**src/rtl/mris_pkg.sv**
```systemverilog
package mris_pkg;

    // Fixed field geometry
    localparam int FIELD_DIGITS = 5;
    localparam int TAG_BITS     = 16;
    localparam int COUNT_BITS   = 3;
    localparam int ADDR_BITS    = 5;
    localparam int DATA_BITS    = 32;

    // Default parameter values
    localparam int DEF_MAX_DIMS   = 5;
    localparam int DEF_INDEX_BITS = 32;
    localparam int DEF_BOUND_BITS = 16;

    // Quotient bits resolved per pipeline stage
    localparam int STEP_BITS = 4;

    // Register indexes
    typedef enum logic [2:0] {
        REG_DIMS    = 3'd0,
        REG_BOUND_0 = 3'd1,
        REG_BOUND_1 = 3'd2,
        REG_BOUND_2 = 3'd3,
        REG_BOUND_3 = 3'd4,
        REG_BOUND_4 = 3'd5
    } reg_index_t;

endpackage

```
**src/rtl/mris_regs.sv**
```systemverilog
module mris_regs
    import mris_pkg::*;
#(
    parameter int BOUND_BITS = DEF_BOUND_BITS
)
(
    input  logic                                      clk,
    input  logic                                      rst_n,
    input  logic                                      psel,
    input  logic                                      penable,
    input  logic                                      pwrite,
    input  logic [ADDR_BITS-1:0]                      paddr,
    input  logic [DATA_BITS-1:0]                      pwdata,
    output logic [DATA_BITS-1:0]                      prdata,
    output logic                                      pready,
    output logic [COUNT_BITS-1:0]                     dims_in_use,
    output logic [FIELD_DIGITS-1:0][BOUND_BITS-1:0]   bounds
);

    logic [COUNT_BITS-1:0]                   dims_reg;
    logic [FIELD_DIGITS-1:0][BOUND_BITS-1:0] bound_reg;
    logic [2:0]                              idx;
    logic                                    wr_en;

    assign pready      = 1'b1;
    assign idx         = paddr[4:2];
    assign wr_en       = psel && penable && pwrite;
    assign dims_in_use = dims_reg;
    assign bounds      = bound_reg;

    // Hold register file, write on access phase
    always_ff @(posedge clk or negedge rst_n)
    begin
        if (!rst_n)
        begin
            dims_reg <= COUNT_BITS'(1);
            for (int i = 0; i < FIELD_DIGITS; i++)
            begin
                bound_reg[i] <= BOUND_BITS'(1);
            end
        end
        else if (wr_en)
        begin
            if (idx == REG_DIMS)
            begin
                dims_reg <= pwdata[COUNT_BITS-1:0];
            end
            else if (idx <= REG_BOUND_4)
            begin
                bound_reg[idx - 3'd1] <= pwdata[BOUND_BITS-1:0];
            end
        end
    end

    // Return register value on read
    always_comb
    begin
        prdata = '0;
        unique case (idx)
            REG_DIMS:    prdata = DATA_BITS'(dims_reg);
            REG_BOUND_0: prdata = DATA_BITS'(bound_reg[0]);
            REG_BOUND_1: prdata = DATA_BITS'(bound_reg[1]);
            REG_BOUND_2: prdata = DATA_BITS'(bound_reg[2]);
            REG_BOUND_3: prdata = DATA_BITS'(bound_reg[3]);
            REG_BOUND_4: prdata = DATA_BITS'(bound_reg[4]);
            default:     prdata = '0;
        endcase
    end

endmodule

```
**config.mk**
```make
export PLATFORM = sky130hd
export DESIGN_NAME = mris_regs
export DESIGN_NICKNAME = d
export VERILOG_FILES = /design/src/rtl/mris_pkg.sv /design/src/rtl/mris_regs.sv
export SDC_FILE = /design/constraint.sdc
export NUM_CORES = 1
export LEC_CHECK = 0
export ABC_AREA = 1
export BUFFER_PORTS_ARGS = -buffer_cell sky130_fd_sc_hd__buf_2
export CAP_MARGIN = 20
export CELL_PAD_IN_SITES_DETAIL_PLACEMENT = 0
export CELL_PAD_IN_SITES_GLOBAL_PLACEMENT = 1
export CORE_MARGIN = 4
export CORE_UTILIZATION = 38
export DETAILED_ROUTE_END_ITERATION = 12
export GPL_TIMING_DRIVEN = 0
export HOLD_SLACK_MARGIN = 0.12
export MAX_ROUTING_LAYER = met4
export PLACE_DENSITY_LB_ADDON = 0.1
export RECOVER_POWER = 100
export SYNTH_ARGS = -nofsm -noshare
export SYNTH_HDL_FRONTEND = slang
export SYNTH_SLANG_ARGS = --single-unit
export TNS_END_PERCENT = 20
```
**constraint.sdc**
```tcl
create_clock -name clk -period 2.82 [get_ports clk]
set_clock_uncertainty 0.15 [all_clocks]
set_input_delay 0.282 -clock clk [delete_from_list [all_inputs] [get_ports clk]]
set_output_delay 0.282 -clock clk [all_outputs]
set_load 0.02 [all_outputs]
```
==> results of run 1 <==
## worst reg2reg max path, delay by kind of cell, from the launching register on
family	cells	cell delay (ns)
AOI/OAI and AO/OA	1	0.18
DFF	1	0.54
buffers and inverters	1	0.06
## stage by stage
stage / hold slack [ns] / setup WS [ns] / cell area, um^2 / std cells / power (mW)
after CTS: 0.1715 / 0.06715 / 5475 / 850 / 3.680
after global placement: 0.3089 / 0.08117 / 5082 / 816 / 2.780
final: 0.1780 / 0.1912 / 5335 / 850 / 3.598
after floorplan: -0.1636 / 0.8980 / 4297 / 554 / 2.314
after global routing: 0.2330 / 0.05189 / 5335 / 850 / 3.804
after detailed placement: 0.09016 / 0.07263 / 5112 / 817 / 2.803
## registers in the layout, indices dropped and copies added (netlist names)
signal,count
bounds,80
dims_in_use,3
## cells by family (layout without fill, tap and decap cells)
kind of cell	count (synthesis)	in the layout	share of synthesized area, %
AOI/OAI and AO/OA	8	8	1.062
adders and majority gates	5	5	1.475
buffers and inverters	59	215	8.085
DFF	83	83	49.16
other	2	17	0.1771
and+or+nand+nor	382	382	40.04
## power breakdown
part | switching (mW) | internal (mW)
Sequential | 0.212 | 1.44
Clock | 0.459 | 0.414
Combinational | 0.772 | 0.299
Total | 1.44 | 2.15
## how the worst max path moves through the flow
stage | from | endpoint | cells past startpoint
2_1_floorplan | paddr[3] | prdata[13] | 9
3_3_place_gp | paddr[3] | prdata[7] | 11
3_5_place_dp | paddr[3] | prdata[7] | 11
4_1_cts | paddr[3] | prdata[7] | 11
5_1_grt | paddr[3] | prdata[6] | 11
6_report | paddr[3] | prdata[6] | 11
## cell usage after synthesis
cell type / count / area, um^2
buf_2: 19 / 95.09
ha_1: 5 / 62.56
nand2_2: 4 / 25.02
a21oi_2: 1 / 8.760
nand3b_1: 12 / 90.09
nor2_2: 4 / 25.02
nand2_1: 221 / 829.6
clkbuf_1: 5 / 18.77
nand3_2: 2 / 20.02
nand2_4: 1 / 11.26
nand4_1: 2 / 12.51
inv_1: 9 / 33.78
nand3_1: 126 / 630.6
dfstp_2: 6 / 157.7
nor2_1: 7 / 26.28
inv_2: 3 / 11.26
nor3_1: 1 / 5.000
a31oi_1: 1 / 6.260
buf_6: 3 / 33.78
o21ai_0: 3 / 15.01
buf_4: 20 / 150.1
dfrtp_1: 77 / 1927
nor2_4: 2 / 22.52
a21oi_1: 3 / 15.01
conb_1: 2 / 7.510
## layer usage
| metal | routed length, um | GRT usage, % | vias up | share of wire [%] |
|---|---|---|---|---|
| li1 | - | - | 2051 | - |
| met1 | 6928 | 35.08 | 2028 | 47 |
| met2 | 6352 | 32.86 | 187 | 43 |
| met3 | 1272 | 3.448 | 22 | 8.6 |
| met4 | 251 | 7.853 | 0 | 1.7 |
| met5 | 0 | - | - | 0 |
## layout make-up
cell class | instances | area share [%]
timing repair buffer | 140 | 12.97
multi-input combinational | 412 | 34.90
sequential | 83 | 39.07
inverter | 12 | 0.8443
clock buffer | 11 | 2.462
buffer | 47 | 5.324
tap | 140 | 3.283
clock inverter | 5 | 1.149
## timing repair
action,CTS,global route
gates resized for setup,0,2
hold buffers,17,0
hold endpoints to repair,164,0
endpoints found under the setup margin,0,4
==> results.toml, run 1 <==
[setup_path]
slowest_stage = "clkbuf_2"
reg2reg_setup_slack_ns = 1.83
critPathMostFrequentCell = "buf_2"
crit_path_end_kind = "primary output"
crit_type = "input pin to primary output"
regToRegStartpoint = "dims_in_use[0]"
cp.required_ns = 2.39
r2r-end = "dims_in_use[0]"
worstRegToRegCells = 2
worst_path_largest_cell_delay_ns = 0.34
crit_family = "buffers and inverters"
path_cells = "buf_2 > inv_1 > ha_1 > buf_2 > inv_2 > nor2_2 > clkbuf_2 > nand2_1 > nand3_1 > nand3b_1 > clkbuf_1"
arrival_ns = 2.20
path_max_fanout = 10
crit_buf_inv = 6
critPathLaunchType = "input pin"

[grt]
grt_overflow_total = 0
antenna_found_initial = 0
grt_pass1_wl_um = 22680
grt.total_usage_pct = 23.57
grt_max_degree = 57
grt_pass1_vias = 3939

[synth]
ys_warn_count = 0
syn_avg_cell_area_um2 = 7.867
synth_seq_area_share_pct = 49.16
syn_area_mm2 = 0.004240
syn-instance-count = 539
synth_seq_cells = 83
synthDistinctLibCells = 25

[status]
status = "finished with violations"
failed_checks = "max-capacitance violations, max-slew violations"

[layout]
finish.net_count = 752
multi_input_area_mm2 = 0.001862
seq_area_mm2 = 0.002085
final_common_cell = "nand2_1"
fill_cells = 1191
final_core_util_pct = 49.00
final_cell_mix = "nand2_1, nand3_1, clkbuf_1"
antenna_cells = 0
drive_gt1_share_pct = 14.65
areaGrowthSynthToFinish_pct = 25.82

[clocking]
numCtsBuffers = 9
cts_max_path_buffers = 2
root_buffer = "clkbuf_8"
htree_levels = 3
cts_setup_buffers = 0
worstSkewPairLatency_ns = 0.36
cts.sinks = 83
cts_tree = "built"
clkTransAtPathRegs_ns = 0.09

[detailed_routing]
routed_wirelength_um = 14810
viasPerCell = 5.045
ant_nets = 0
drt-pass1-iter-count = 5
post_drt_wl_per_cell_um = 17.42
routed-via-count = 4288
first_iter_violations = 399
drc = 0

[sta]
setup_violations = 0
rsz0062_at_grt = "false"
worst_slew_pin_slew_ns = 1.681
max_clock_freq_ghz = 0.3804
min_period_ns = 2.629
hold_violations = 0
max_slew_margin_pct = -12.08
report.final.slew_viol_count = 28
fin_crit_sh_pct = 93.22
tns_ns = 0

[place]
dp.final_hpwl_um = 10750
port_buffers = 122
place_congestion = 0.8451

[floorplan]
num_rows = 38
dieArea_mm2 = 0.01291
fp.dieH_um = 113.6
dieWidth_um = 113.6
core_area_mm2 = 0.01089
start_util_pct = 38.95
num_io_pins = 158

[hold_path]
min-delay-start = "pwrite"
holdPathEnd = "dims_in_use[0]"
holdPathStages = 5
hp-class = "input pin to flop"

[power_and_ir_drop]
p_per_area_mw_per_mm2 = 674.3
leakage_nw = 2.779
irDropWorstVdd_uv = 307.6

[run]
cap_violations = 1
(Power assumes the default switching activity.)
==> run 2: changes to the inputs <==
--- a/config.mk
+++ b/config.mk
@@ -11,7 +11,7 @@
 export CELL_PAD_IN_SITES_DETAIL_PLACEMENT = 0
 export CELL_PAD_IN_SITES_GLOBAL_PLACEMENT = 1
 export CORE_MARGIN = 4
-export CORE_UTILIZATION = 38
+export CORE_UTILIZATION = 35
 export DETAILED_ROUTE_END_ITERATION = 12
 export GPL_TIMING_DRIVEN = 0
 export HOLD_SLACK_MARGIN = 0.12
==> constraint.sdc (replaced) <==
create_clock -name clk -period 2.55 [get_ports clk]
set_clock_uncertainty 0.15 [all_clocks]
set_input_delay 0.255 -clock clk [delete_from_list [all_inputs] [get_ports clk]]
set_output_delay 0.255 -clock clk [all_outputs]
set_load 0.02 [all_outputs]
==> run 2 against run 1 <==
The run now ends clean. Clock-buffer cell count shrank 2. Total power grew 24%. Sequential cell count is the same. Critical path type unchanged. Largest cell class unchanged.
==> results.toml, run 2 (synthesized netlist as in run 1, its figures left out) <==
[grt]
grt_max_degree = 66
antenna_found_initial = 0
grt.total_usage_pct = 23.05
grt_overflow_total = 0
grt_pass1_wl_um = 24370
use_met3_pct = 3.988
grtUsageMet1_pct = 33.18
grt.busiest_layer = "met1"
grt_pass1_vias = 4150
met2_usage_pct = 32.55

[detailed_routing]
drc = 0
ant_nets = 0
post_drt_wl_per_cell_um = 17.95
first_iter_violations = 385
routed_wirelength_um = 15310
routed-via-count = 4276
drt-pass1-iter-count = 5
viasPerCell = 5.013

[clocking]
cts_tree = "built"
numCtsBuffers = 9
cts_setup_buffers = 0
cts_max_path_buffers = 2
worstSkewPairLatency_ns = 0.34
cts.sinks = 83
htree_levels = 3
clkTransAtPathRegs_ns = 0.06
root_buffer = "clkbuf_16"

[place]
place_inst = 820
place_congestion = 0.8596
dp_slack_ns = -0.1744
port_buffers = 122
dp.final_hpwl_um = 11050
post_dp_cell_area_mm2 = 0.005116

[setup_path]
worstRegToRegCells = 2
r2r-end = "dims_in_use[0]"
crit_path_end_kind = "primary output"
critPathMostFrequentCell = "buf_2"
slowest_stage = "clkbuf_1"
startpoint = "paddr[2]"
cp.required_ns = 2.14
worst_path_largest_cell_delay_ns = 0.43
critPathLaunchType = "input pin"
crit_type = "input pin to primary output"
regToRegStartpoint = "dims_in_use[0]"
path_max_fanout = 10
reg2reg_setup_slack_ns = 1.57
arrival_ns = 2.05
path_cells = "buf_2 > inv_1 > ha_1 > buf_2 > clkbuf_1 > nand3_1 > nand3b_1 > buf_2"

[layout]
finalNonFillerCells = 853
drive_gt1_share_pct = 15.63
multi_input_area_mm2 = 0.001884
finish.net_count = 752
final_cell_mix = "nand2_1, nand3_1, clkbuf_1"
antenna_cells = 0
seq_area_mm2 = 0.002085
areaGrowthSynthToFinish_pct = 29.60
largest_reg_flops = 80
fill_cells = 1232
final_common_cell = "nand2_1"
postLayoutCellArea_mm2 = 0.005495

[power_and_ir_drop]
intPower_mw = 2.796
p_switching_mw = 1.662
p_per_area_mw_per_mm2 = 811.2
power_frac_comb_pct = 26.9
seqPwrFrac_pct = 41.1
irDropWorstVdd_uv = 391.4
pwr-share-clk_pct = 32.0
swShare_pct = 37.27
power.total_mw = 4.458
leakage_nw = 2.860

[sta]
hold_violations = 0
setup_ws_ns = 0.09981
fin_crit_sh_pct = 96.09
fin_hold_ws_ns = 0.1652
min_period_ns = 2.450
report.final.slew_viol_count = 0
worst_slew_pin_slew_ns = 1.217
max_clock_freq_ghz = 0.4081
max_slew_margin_pct = 18.85
setup_violations = 0

[floorplan]
num_io_pins = 158
core_area_mm2 = 0.01161
num_rows = 39
fp.dieH_um = 118.1
dieWidth_um = 118.1
start_util_pct = 36.51
dieArea_mm2 = 0.01394

[hold_path]
min-delay-start = "pwrite"
hp-class = "input pin to flop"
holdPathStages = 5
holdPathEnd = "dims_in_use[0]"

[run]
cap_violations = 0

[status]
status = "complete, no violations"
-- run 2: power groups by stage --
| stage | Sequential [mW] | Combinational, mW | Clock [mW] |
|---|---|---|---|
| after global routing | 1.87 | 1.32 | 1.52 |
| after floorplan | 2.13 | 0.426 | 0 |
| after CTS | 1.82 | 1.29 | 1.45 |
| after global placement | 1.84 | 1.24 | 0 |
| after detailed placement | 1.84 | 1.26 | 0 |
| final | 1.83 | 1.20 | 1.43 |
-- run 2: layout make-up --
cell class / instances / area share [%]
flip-flops and latches: 83 / 37.93
well taps: 143 / 3.256
inverters: 12 / 0.8197
clock buffers: 9 / 4.098
plain buffers: 47 / 5.146
clock inverters: 7 / 1.753
repair buffers: 140 / 12.70
multi-input cells: 412 / 34.29
-- run 2: worst max-delay path by stage --
stage	endpoint	slack, ns	cells after the start
after global routing	prdata[6]	-0.01	10
after floorplan	prdata[13]	0.68	9
after detailed placement	prdata[6]	-0.17	11
final	prdata[9]	0.1	8
after global placement	prdata[7]	-0.15	11
after CTS	prdata[6]	0.09	11
-- run 2: metal layers --
layer  up-vias  routed length, um
met5         -                  0
met1      2031               7372
li1       2043                  -
met2       179               6595
met4         0                338
met3        23               1004
-- run 2: critical path, delay by kind of cell --
family / cells / cell delay, ns
simple gates: 2 / 0.39
buf+inv: 5 / 1.21
fa+ha+maj: 1 / 0.19
-- run 2: what timing repair did --
item / 4_1_cts / 5_1_grt
hold endpoints to repair: 163 / 0
gates resized for setup: 3 / 4
hold buffers: 17 / 0
setup endpoints to repair: 7 / 3
-- run 2: metrics by stage --
stage | utilization [%] | TNS [ns]
final | 47.32 | 0
after global routing | 47.32 | -0.01100
after CTS | 48.35 | 0
after detailed placement | 44.05 | -0.7456
after global placement | 43.79 | -0.5782
after floorplan | - | 0
