`src/rtl/mris_pkg.sv`:
```
package mris_pkg;

    // Fixed field geometry
    localparam int FIELD_DIGITS = 5;
    localparam int TAG_BITS     = 16;
    localparam int COUNT_BITS   = 3;
    localparam int ADDR_BITS    = 5;
    localparam int DATA_BITS    = 32;

    // Default parameter values
    localparam int DEF_MAX_DIMS   = 5;
    localparam int DEF_INDEX_BITS = 32;
    localparam int DEF_BOUND_BITS = 16;

    // Quotient bits resolved per pipeline stage
    localparam int STEP_BITS = 4;

    // Register indexes
    typedef enum logic [2:0] {
        REG_DIMS    = 3'd0,
        REG_BOUND_0 = 3'd1,
        REG_BOUND_1 = 3'd2,
        REG_BOUND_2 = 3'd3,
        REG_BOUND_3 = 3'd4,
        REG_BOUND_4 = 3'd5
    } reg_index_t;

endpackage

```
`src/rtl/mris_div_stage.sv`:
```
module mris_div_stage
    import mris_pkg::*;
#(
    parameter int INDEX_BITS = DEF_INDEX_BITS,
    parameter int BOUND_BITS = DEF_BOUND_BITS,
    parameter int FIRST_STEP = 0
)
(
    input  logic                                      clk,
    input  logic                                      rst_n,
    input  logic                                      in_valid,
    input  logic [INDEX_BITS-1:0]                     in_num,
    input  logic [BOUND_BITS-1:0]                     in_rem,
    input  logic [FIELD_DIGITS-1:0][BOUND_BITS-1:0]   in_dig,
    input  logic [TAG_BITS-1:0]                       in_tag,
    input  logic [BOUND_BITS-1:0]                     divisor,
    output logic                                      out_valid,
    output logic [INDEX_BITS-1:0]                     out_num,
    output logic [BOUND_BITS-1:0]                     out_rem,
    output logic [FIELD_DIGITS-1:0][BOUND_BITS-1:0]   out_dig,
    output logic [TAG_BITS-1:0]                       out_tag
);

    logic                  valid_reg;
    logic [INDEX_BITS-1:0] num_reg, num_next;
    logic [BOUND_BITS-1:0] rem_reg, rem_next;
    logic [FIELD_DIGITS-1:0][BOUND_BITS-1:0] dig_reg;
    logic [TAG_BITS-1:0]   tag_reg;
    logic [BOUND_BITS-1:0] div_eff;

    // Zero bound divides as one
    assign div_eff = (divisor == '0) ? BOUND_BITS'(1) : divisor;

    // Restoring steps: consume dividend MSB, shift quotient bit into LSB
    always_comb
    begin
        logic [BOUND_BITS:0] trial;
        num_next = in_num;
        rem_next = in_rem;
        trial    = '0;
        for (int k = 0; k < STEP_BITS; k++)
        begin
            if (FIRST_STEP + k < INDEX_BITS)
            begin
                trial    = {rem_next, num_next[INDEX_BITS-1]};
                num_next = {num_next[INDEX_BITS-2:0], 1'b0};
                if (trial >= {1'b0, div_eff})
                begin
                    trial       = trial - {1'b0, div_eff};
                    num_next[0] = 1'b1;
                end
                rem_next = trial[BOUND_BITS-1:0];
            end
        end
    end

    // Advance valid flag
    always_ff @(posedge clk or negedge rst_n)
    begin
        if (!rst_n)
        begin
            valid_reg <= 1'b0;
        end
        else
        begin
            valid_reg <= in_valid;
        end
    end

    // Advance payload
    always_ff @(posedge clk)
    begin
        num_reg <= num_next;
        rem_reg <= rem_next;
        dig_reg <= in_dig;
        tag_reg <= in_tag;
    end

    assign out_valid = valid_reg;
    assign out_num   = num_reg;
    assign out_rem   = rem_reg;
    assign out_dig   = dig_reg;
    assign out_tag   = tag_reg;

endmodule

```
`config.mk`:
```
export PLATFORM = sky130hd
export DESIGN_NAME = mris_div_stage
export DESIGN_NICKNAME = d
export VERILOG_FILES = /design/src/rtl/mris_pkg.sv /design/src/rtl/mris_div_stage.sv
export SDC_FILE = /design/constraint.sdc
export NUM_CORES = 1
export LEC_CHECK = 0
export BUFFER_PORTS_ARGS = -buffer_cell sky130_fd_sc_hd__buf_2
export CAP_MARGIN = 20
export CELL_PAD_IN_SITES_DETAIL_PLACEMENT = 0
export CELL_PAD_IN_SITES_GLOBAL_PLACEMENT = 2
export CORE_UTILIZATION = 28
export CTS_BUF_LIST = sky130_fd_sc_hd__clkbuf_4 sky130_fd_sc_hd__clkbuf_8
export DETAILED_ROUTE_END_ITERATION = 8
export HOLD_SLACK_MARGIN = 0.15
export PLACE_DENSITY = 0.8
export SYNTH_ARGS = -nofsm -noshare
export SYNTH_HDL_FRONTEND = slang
export SYNTH_SLANG_ARGS = --single-unit
```
`constraint.sdc`:
```
create_clock -name clk -period 0.8 [get_ports clk]
set_clock_uncertainty 0.1 [all_clocks]
set_input_delay 0.12 -clock clk [delete_from_list [all_inputs] [get_ports clk]]
set_output_delay 0.12 -clock clk [all_outputs]
set_load 0.03 [all_outputs]
```
==> results of run 1 <==
placed cells by master, fill, tap and decap left out, types with 5 or more instances in the layout:
cell type / instances
dlygate4sd3_1: 128
a21oi_2: 12
o21ai_1: 5
xnor2_1: 35
clkbuf_8: 17
a21oi_1: 38
clkinv_8: 7
nor2_4: 5
buf_4: 279
and2_1: 5
nand2_1: 27
nand3_1: 12
ha_4: 16
nor2_1: 39
buf_2: 160
ha_1: 44
buf_6: 157
a21o_1: 18
mux2_2: 25
inv_1: 38
o21ai_0: 15
nand2b_1: 5
nand4_1: 9
xor2_1: 12
o21ai_2: 8
nor3_1: 13
o211ai_1: 5
o21a_1: 15
dfxtp_2: 143
mux2_4: 12
critical path, delay by kind of cell:
family	cells	cell delay, ns
AOI/OAI and AO/OA	16	2.99
adders and majority gates	4	0.96
buffers and inverters	12	1.56
muxes	4	1.17
and+or+nand+nor	11	1.75
routing by layer:
metal,part of all wire [%],routed length (um),vias to the layer above
met5,0.055,16,-
met4,2.4,683,2
met3,5.5,1590,51
met2,52,15100,232
met1,40,11500,3655
li1,-,-,3914
cells in the mapped netlist (5+ instances only):
master      n
dfxtp_1   144
ha_1       64
a21oi_1    51
nor2_1     47
inv_1      41
xnor2_1    36
nand2_1    30
mux2_2     28
o21ai_0    26
a21o_1     18
nor3_1     16
o21a_1     15
nand3_1    12
xor2_1     12
nand4_1     9
a211oi_1    6
and2_1      6
nor2b_1     6
nor4_1      6
o31ai_1     6
a31oi_1     5
mux2_1      5
mux2i_1     5
nand2b_1    5
o211ai_1    5
report_power, final:
part           switching (mW)  total [mW]  internal, mW
clock network            3.47        5.88          2.41
logic                    16.2        37.3          21.2
registers               0.452        8.91          8.46
total                    20.1        52.1          32.0
worst max path at each step:
stage	from	end	slack [ns]	cells past startpoint
5_1_grt	divisor[11]	out_rem[14]	-7.95	46
3_3_place_gp	divisor[9]	out_rem[14]	-8.30	47
6_report	divisor[11]	out_rem[14]	-7.52	47
3_5_place_dp	divisor[9]	out_rem[14]	-8.43	45
4_1_cts	divisor[11]	out_rem[14]	-7.61	49
2_1_floorplan	divisor[2]	out_rem[10]	-7.84	46
sequential cells by signal, indices dropped and copies added, names as in the netlist:
signal,count
out_dig,80
out_num,32
out_rem,16
out_tag,16
out_valid,1
through the flow:
step | setup WS [ns] | setup TNS, ns
after floorplan | -7.84 | -140.98
after global placement | -8.30 | -149.94
after detailed placement | -8.43 | -152.79
after CTS | -7.61 | -185.94
after global routing | -7.95 | -198.85
final | -7.52 | -183.71
repair_timing:
action                                  in CTS  in global routing
pin swaps                                   52                 22
cloned                                       1                  2
gates resized for setup                    502                 49
endpoints found under the setup margin     165                165
hold endpoints to repair                   127                  1
buffers inserted                            13                  9
area by class of cell:
type / instances / share of cell area (%)
Antenna cell: 1 / 0.0172
Timing Repair Buffer: 728 / 41.5
Clock inverter: 15 / 1.28
Tap cell: 319 / 2.75
Clock buffer: 17 / 1.61
Sequential cell: 145 / 21.2
Multi-Input combinational cell: 479 / 30.3
Inverter: 43 / 1.24
Timing Repair inverter: 1 / 0.112
kinds of logic (layout without fill, tap and decap cells):
kind of cell,Yosys count,count (layout),share of synthesized area (%)
compound gates,171,171,17.0
simple gates,150,150,10.8
flops,145,145,42.8
fa+ha+maj,68,68,13.0
buf+inv,50,804,3.15
xor+xnor,48,48,6.19
mux,42,42,7.09
other cells,0,1,0
==> run metrics, run 1 <==
Yosys top cell area share 42.4%; Worst Path Arrival 8.56 ns; CTS root buffer clkbuf_8; ys flop type dfxtp_1; Fmax 120 MHz; post-layout util 61.6%; final hold vios 0; die width 158 um; top cells by area, synth dfxtp_1 (42%), ha_1 (12%), mux2_2 (4.6%), xnor2_1 (4.6%), a21oi_1 (3.8%); fin cells 1,748; syn_nets 905; GR Util met2 41.7%; Max stage delay on crit path 0.32 ns; Num CTS Buffers 17; failing checks negative setup slack; min cycle time layout 8.32 ns; Starting DRT DRC Count 295; Seq cells post-synth 145; sequential cell area fraction in the yosys report 42.8%; relative slew slack 75.0%; Worst-path clk slew 0.10 ns; Site Rows 56; multi-input combinational cell area 4400 um^2; fin area 14,500 um^2; crit end category flip-flop; Synth warnings 0; die area 24,900 um^2; H-tree Lvls 4; Post-Syn Area 6790 um^2; Core Area 23,600 um^2; hold bufs inserted after CTS 128; Routed WL 28.9 mm; Cell Area, Placed 10,900 um^2; Distinct cells, synth 64; HP Start in_rem[15]; fin. max-slew vios 0; setup violators final 165; initial antenna violation count 2; clock buffer depth 2; port bufs 307; Max-Cap Viols 0; ratio of cells with drive above 1 in the final layout 64.6%; Worst-Margin Slew 0.375 ns; DIE HEIGHT 158 um; number of synthesized flops with an enable pin 0; gpl congestion 0.888; P_leak 6.85 nW; total chip power 52.1 mW; via/cell ratio 4.49; Routed Antenna Nets 0; worst setup margin -7.52 ns; Max VDD drop 2.45 mV; hold crit path type input port to flip-flop; vias in the first global route 8,343; Most Crowded Layer GR met2; all-layer global routing usage 22.2%; global-route wire length before repair 42.1 mm; status complete, but fails checks; met3 usage 5.12%; largest net degree at the start of global routing 19; initial core utilization 28.8%; global route overflow 0; DRC violations left 0; Critical Path RT 1.04 ns; crit start category input port; DR vias 7,854; Synth async-reset ratio 0.690%; Worst path slowest cell mux2_4; RSZ-0062 raised after global routing yes; met1 usage 24.5%; pwr/cell area 3590 nW/um^2; Hold Slack 0.122 ns; HPWL reported at the end of detailed placement 19.7 mm; clk sink count 145; CTS tree built; Worst Hold End out_num[3]; Top Ports 308; Seq. cell area 3090 um^2; worst hold stages 5; total iterations of the first detailed-routing run 4; period utilization 1040%; NumNets Final 1,646; # fillers 1,901; area grow syn2layout 114%; Synth area leader dfxtp_1; Cell Count Post-Placement 1,563; Crit Path Class input port to flip-flop; WL/cell 16.5 um; cells after synthesis 674; maximum fanout along the worst path 7; Post-Syn Area per Cell 10.1 um^2
Power figures use the tool's default switching activity.
==> inputs of run 2 (changes only) <==
--- a/config.mk
+++ b/config.mk
@@ -7,13 +7,11 @@
 export LEC_CHECK = 0
 export BUFFER_PORTS_ARGS = -buffer_cell sky130_fd_sc_hd__buf_2
 export CAP_MARGIN = 20
-export CELL_PAD_IN_SITES_DETAIL_PLACEMENT = 0
-export CELL_PAD_IN_SITES_GLOBAL_PLACEMENT = 2
-export CORE_UTILIZATION = 28
+export CORE_UTILIZATION = 49
 export CTS_BUF_LIST = sky130_fd_sc_hd__clkbuf_4 sky130_fd_sc_hd__clkbuf_8
 export DETAILED_ROUTE_END_ITERATION = 8
 export HOLD_SLACK_MARGIN = 0.15
-export PLACE_DENSITY = 0.8
+export PLACE_DENSITY = 0.81
 export SYNTH_ARGS = -nofsm -noshare
 export SYNTH_HDL_FRONTEND = slang
 export SYNTH_SLANG_ARGS = --single-unit
==> run metrics, run 2 <==
status did not finish; Fail Step clock tree synthesis (4_1_cts); stop err [ERROR DPL-0038] Utilization greater than 100%, impossible to legalize; sequential cell area fraction in the yosys report 42.8% (unchanged); Distinct cells, synth 64 (unchanged); Yosys top cell area share 42.4% (unchanged); setup bufs post-CTS 41 (+28); H-tree Lvls 4 (unchanged); Seq cells post-synth 145 (unchanged); DIE HEIGHT 120 um (-24%); cells after synthesis 674 (unchanged); initial core utilization 50.7% (+22 points); hold bufs inserted after CTS 128 (unchanged); Synth warnings 0 (unchanged); Post-Syn Area per Cell 10.1 um^2 (unchanged); clk sink count 145 (unchanged); CTS root buffer clkbuf_8; Num CTS Buffers 17 (unchanged); most common cell in the netlist dfxtp_1; ys flop type dfxtp_1; Post-Syn Area 6790 um^2 (unchanged); post-cts repair resize count 491 (-2.2%); Site Rows 42 (-25%); gpl congestion 0.997 (+12%); Synth async-reset ratio 0.690% (unchanged); clock buffer depth 2 (unchanged); number of synthesized flops with an enable pin 0 (unchanged); top cells by area, synth dfxtp_1 (42%), ha_1 (12%), mux2_2 (4.6%), xnor2_1 (4.6%), a21oi_1 (3.8%); Cell Area, Placed 10,500 um^2 (-3.9%); HPWL reported at the end of detailed placement 23.0 mm (+17%); Synth area leader dfxtp_1; port bufs 307 (unchanged); syn_nets 905 (unchanged); Top Ports 308 (unchanged); die width 120 um (-24%); Post-synth top cells dfxtp_1 (144), ha_1 (64), a21oi_1 (51)
==> run 2: metrics by stage <==
stage          setup WS (ns)  utilization (%)  hold slack (ns)  cells  setup TNS [ns]
2_1_floorplan          -7.84                -           -0.276    674         -140.98
3_3_place_gp           -8.14             78.5           -0.204   1386         -149.48
3_5_place_dp           -8.52             78.5           -0.204   1386         -156.03
==> run 2: logic make-up after synthesis <==
kind of cell,after synthesis,synth area share [%]
compound gates,171,17.0
simple gates,150,10.8
xor+xnor,48,6.19
buf+inv,50,3.15
flops,145,42.8
mux,42,7.09
fa+ha+maj,68,13.0
==> inputs of run 3 (changes only) <==
--- a/config.mk
+++ b/config.mk
@@ -7,11 +7,9 @@
 export LEC_CHECK = 0
 export BUFFER_PORTS_ARGS = -buffer_cell sky130_fd_sc_hd__buf_2
 export CAP_MARGIN = 20
-export CORE_UTILIZATION = 49
-export CTS_BUF_LIST = sky130_fd_sc_hd__clkbuf_4 sky130_fd_sc_hd__clkbuf_8
+export CORE_UTILIZATION = 40
 export DETAILED_ROUTE_END_ITERATION = 8
-export HOLD_SLACK_MARGIN = 0.15
-export PLACE_DENSITY = 0.81
+export PLACE_DENSITY_LB_ADDON = 0.15
 export SYNTH_ARGS = -nofsm -noshare
 export SYNTH_HDL_FRONTEND = slang
 export SYNTH_SLANG_ARGS = --single-unit
==> run metrics, run 3 (synthesis gave the netlist of run 1 again) <==
status complete, but fails checks; failing checks negative hold slack, negative setup slack; CP startpoint divisor[10]; final hold vios 1; initial antenna violation count 1; DR vias 9,552; RSZ-0062 raised after global routing yes; Routed WL 42.4 mm; ratio of cells with drive above 1 in the final layout 63.6%; max reg flops 80; Cell Count Post-Placement 1,452 (+4.8%); Site Rows 47 (+12%); crit start category input port; via/cell ratio 5.70; largest net degree at the start of global routing 17; # fillers 728; Worst path slowest cell o41ai_4; total chip power 62.2 mW; vias in the first global route 9,486; relative slew slack 70.8%; clk sink count 145 (unchanged); most frequent cells in the layout buf_4 (309), buf_2 (160), buf_6 (153); HPWL reported at the end of detailed placement 20.0 mm (-13%); WL/cell 25.3 um; Routed Antenna Nets 0; global route overflow 0; Seq. cell area 3100 um^2; die width 132 um (+10%); fin cells 1,675; DRC violations left 0; initial core utilization 41.0% (-9.7 points); Crit Path Class input port to flip-flop; Max stage delay on crit path 0.41 ns; setup violators final 165; CTS tree built; Num CTS Buffers 17 (unchanged); Top Ports 308 (unchanged); CP most frequent cell buf_6; crit end category flip-flop; global-route wire length before repair 55.3 mm; P_leak 7.10 nW; most common cell after layout, fill and taps aside buf_4; all-layer global routing usage 42.4%; clock buffer depth 2 (unchanged); CTS root buffer clkbuf_16; Max-Cap Viols 0; Hold Slack -0.0528 ns; gpl congestion 0.920 (-7.7%); die area 17,500 um^2; total iterations of the first detailed-routing run 6; crit path capture out_rem[6]; hold crit path type input port to asynchronous set/reset pin; Worst-path clk slew 0.07 ns; Critical Path RT 1.01 ns; NumNets Final 1,672; worst setup margin -8.51 ns; min cycle time layout 9.31 ns; H-tree Lvls 4 (unchanged); area grow syn2layout 116%; Fmax 107 MHz; maximum fanout along the worst path 12; Worst-Margin Slew 0.435 ns; fin. max-slew vios 0; hold bufs inserted after CTS 128 (unchanged); Max VDD drop 3.97 mV; port bufs 307 (unchanged); Starting DRT DRC Count 885; Core Area 16,600 um^2; period utilization 1160%; DIE HEIGHT 132 um (+10%); multi-input combinational cell area 4250 um^2; pwr/cell area 4240 nW/um^2; Worst Path Arrival 9.51 ns
[run 3: worst min-delay path by stage]
stage | endpoint | slack [ns] | depth (start not counted)
floorplan | out_valid | -0.28 | 0
finish | out_valid | -0.05 | 2
global placement | out_valid | -0.21 | 1
detailed placement | out_valid | -0.20 | 1
CTS | out_num[3] | 0.18 | 5
global route | out_valid | -0.06 | 2
[run 3: area by class of cell]
type	instances	area share [%]
tap	220	1.87
clock inverter	14	1.39
inverter	43	1.23
timing repair inverter	1	0.0767
multi-input combinational	479	28.9
clock buffer	18	2.99
timing repair buffer	754	42.4
antenna	1	0.0170
sequential	145	21.1
[run 3: routing by layer]
metal  wire length (um)  vias up  global-route usage, %
met5                 13        -                      0
li1                   -     3955                      -
met4               4120        2                   27.3
met3               3850      358                   10.6
met1              14100     4464                   44.2
met2              20200      773                   76.1
[run 3: metrics by stage]
step / utilization (%) / worst slack (ns) / area (um^2) / TNS [ns]
2_1_floorplan: - / -7.84 / 7040 / -140.98
3_3_place_gp: 64.7 / -8.18 / 10700 / -147.76
3_5_place_dp: 64.7 / -8.35 / 10700 / -151.44
4_1_cts: 86.1 / -7.72 / 14300 / -183.51
5_1_grt: 88.5 / -8.75 / 14700 / -208.74
6_report: 88.5 / -8.51 / 14700 / -200.98
[run 3: worst max-delay path, delay by kind of cell]
kind | cells | cell delay (ns)
simple gates | 12 | 1.75
fa+ha+maj | 4 | 1.08
buf+inv | 10 | 1.58
mux | 2 | 0.60
compound gates | 20 | 4.35
[run 3: what timing repair did]
item | in CTS | in global routing
buffers inserted | 35 | 27
endpoints found under the hold margin | 127 | 1
pin swaps | 18 | 42
endpoints found under the setup margin | 165 | 166
gates cloned | 3 | 0
gates resized for setup | 471 | 56
[run 3: power by group]
group	total [mW]	leakage [nW]	internal [mW]	switching (mW)
registers	9.13	1.23	8.48	0.649
clock network	9.14	0.317	5.18	3.96
logic	43.9	5.55	22.4	21.5
==> inputs of run 4 (changes only) <==
--- a/config.mk
+++ b/config.mk
@@ -9,6 +9,7 @@
 export CAP_MARGIN = 20
 export CORE_UTILIZATION = 40
 export DETAILED_ROUTE_END_ITERATION = 8
+export GPL_TIMING_DRIVEN = 0
 export PLACE_DENSITY_LB_ADDON = 0.15
 export SYNTH_ARGS = -nofsm -noshare
 export SYNTH_HDL_FRONTEND = slang
==> run metrics, run 4 (synthesis gave the netlist of run 1 again) <==
Max VDD drop 3.91 mV (-1.4%); Setup Slack @ Placement -9.94 ns (-1.58 ns); hold crit path type input port to flip-flop; post-layout util 78.0% (-10 points); most frequent cells in the layout buf_2 (160), buf_6 (158), dfxtp_2 (143); HPWL reported at the end of detailed placement 17.6 mm (-12%); Crit Path Class input port to flip-flop; port bufs 307 (unchanged); total iterations of the first detailed-routing run 5 (-1); HP Start in_num[28]; Cell Count Post-Placement 1,201 (-17%); net switching power figure 19.4 mW (-26%); Num CTS Buffers 17 (unchanged); family with the most delay on the worst path compound AO/OA/AOI/OAI gates; DR vias 7,303 (-24%); largest net degree at the start of global routing 17 (unchanged); Routed Antenna Nets 0 (unchanged); DRC violations left 0 (unchanged); all-layer global routing usage 31.9% (-11 points); via/cell ratio 5.11 (-10%); CTS tree built; fin. max-slew vios 0 (unchanged); clock buffer depth 2 (unchanged); Comb power frac 64.8% (-5.8 points); final hold vios 0 (-1); WL/cell 20.0 um (-21%); Worst path slowest cell o41ai_4; RSZ-0062 raised after global routing yes; global route overflow 0 (unchanged); crit start category input port; global-route wire length before repair 42.3 mm (-24%); Starting DRT DRC Count 305 (-66%); Int Power 29.4 mW (-19%); switch share 39.8% (-2.2 points); Routed WL 28.6 mm (-33%); # fillers 1,056 (+45%); most common cell after layout, fill and taps aside buf_2; fin cells 1,429 (-15%); pwr/cell area 3770 nW/um^2 (-11%); clk sink count 145 (unchanged); failing checks negative setup slack; status complete, but fails checks; # diodes 0 (-1); Worst Path Arrival 9.07 ns (-0.44 ns); sequential share of power 18.3% (+3.6 points); Top Ports 308 (unchanged); DIE HEIGHT 132 um (unchanged); Worst-path clk slew 0.06 ns (about the same); Core Area 16,600 um^2 (unchanged); crit end category flip-flop; Fmax 113 MHz (+4.8%); die area 17,500 um^2 (unchanged); relative slew slack 61.8% (-9.0 points); CTS root buffer clkbuf_16; gpl congestion 0.882 (-4.1%); CP startpoint divisor[10]; ratio of cells with drive above 1 in the final layout 57.8% (-5.8 points); Max stage delay on crit path 0.41 ns (about the same); period utilization 1110% (-53 points); P_leak 5.84 nW (-18%); setup violators final 165 (unchanged); Hold Slack 0.138 ns (+0.191 ns); initial antenna violation count 2 (+1); total chip power 48.8 mW (-22%); die width 132 um (unchanged); max reg flops 80 (unchanged); Site Rows 47 (unchanged); H-tree Lvls 4 (unchanged); NumNets Final 1,427 (-15%); part of the power in the clock network 16.9% (+2.2 points); maximum fanout along the worst path 5 (-7); Critical Path RT 0.99 ns (-0.02 ns); vias in the first global route 7,336 (-23%); Max-Cap Viols 0 (unchanged); Worst-Margin Slew 0.568 ns (+0.134 ns); area grow syn2layout 90.6%; initial core utilization 41.0% (unchanged); min cycle time layout 8.88 ns (-0.427 ns); worst setup margin -8.08 ns (+0.427 ns); Buf/Inv on CP 7 (-3)
==> run 4: cell count changes in the layout (fill, tap and decap cells not counted), sizes merged <==
cell | before | now
buf | 627 | 380
bufinv | 4 | 2
clkbuf | 18 | 19
clkinv | 2 | 4
clkinvlp | 0 | 4
diode | 1 | 0
dlygate4sd3 | 127 | 128
inv | 52 | 48
==> run 4: metrics by stage <==
step                      setup TNS (ns)  cell area, um^2
final                            -188.06            12900
after global routing             -197.88            12900
after CTS                        -191.16            12500
after detailed placement         -179.88             8850
after global placement           -179.65             8850
after floorplan                  -140.98             7040
==> run 4: layer usage <==
layer  track usage [%]  vias up  routed length, um
met5                 0        -                 27
met4              12.6        4                943
li1                  -     3471                  -
met2              55.2      298              14300
met1              37.8     3471              11600
met3              7.77       59               1740
==> run 4: power groups by stage <==
stage | clock, mW | combinational, mW | sequential, mW
after floorplan | 0 | 16.3 | 10.4
after global placement | 0 | 22.7 | 8.62
after detailed placement | 0 | 22.6 | 8.63
after CTS | 8.32 | 28.0 | 8.84
after global routing | 8.73 | 33.5 | 8.96
final | 8.26 | 31.6 | 8.91
==> run 4: area by class of cell <==
class / instances / area [um^2] / area share, %
buffer: 6 / 77.6 / 0.599
clock buffer: 17 / 425 / 3.29
clock inverter: 15 / 191 / 1.48
inverter: 43 / 184 / 1.42
multi-input combinational: 479 / 4400 / 34.0
sequential: 145 / 3090 / 23.9
tap: 220 / 275 / 2.13
timing repair buffer: 504 / 4300 / 33.2
==> run 4: repair_timing <==
| action | in CTS | in global routing |
|---|---|---|
| setup buffers | 39 | 28 |
| cloned | 2 | 0 |
| hold endpoints to repair | 127 | 0 |
| gates resized for setup | 491 | 59 |
| endpoints found under the setup margin | 165 | 165 |
| hold buffers | 128 | 0 |
| pin swaps | 46 | 43 |
==> run 4: path summary, 6_finish.rpt <==
check	end	slack, ns	depth (start not counted)
max in group asynchronous	out_valid	0.03	3
min in group asynchronous	out_valid	0.46	3
worst max-delay path	out_rem[11]	-8.08	44
worst min-delay path	out_rem[0]	0.14	4
==> run 4: tightest hold or removal path, delay by kind of cell <==
kind,cells,cell delay (ns)
buffers and inverters,2,0.15
muxes,1,0.10
adders and majority gates,1,0.23
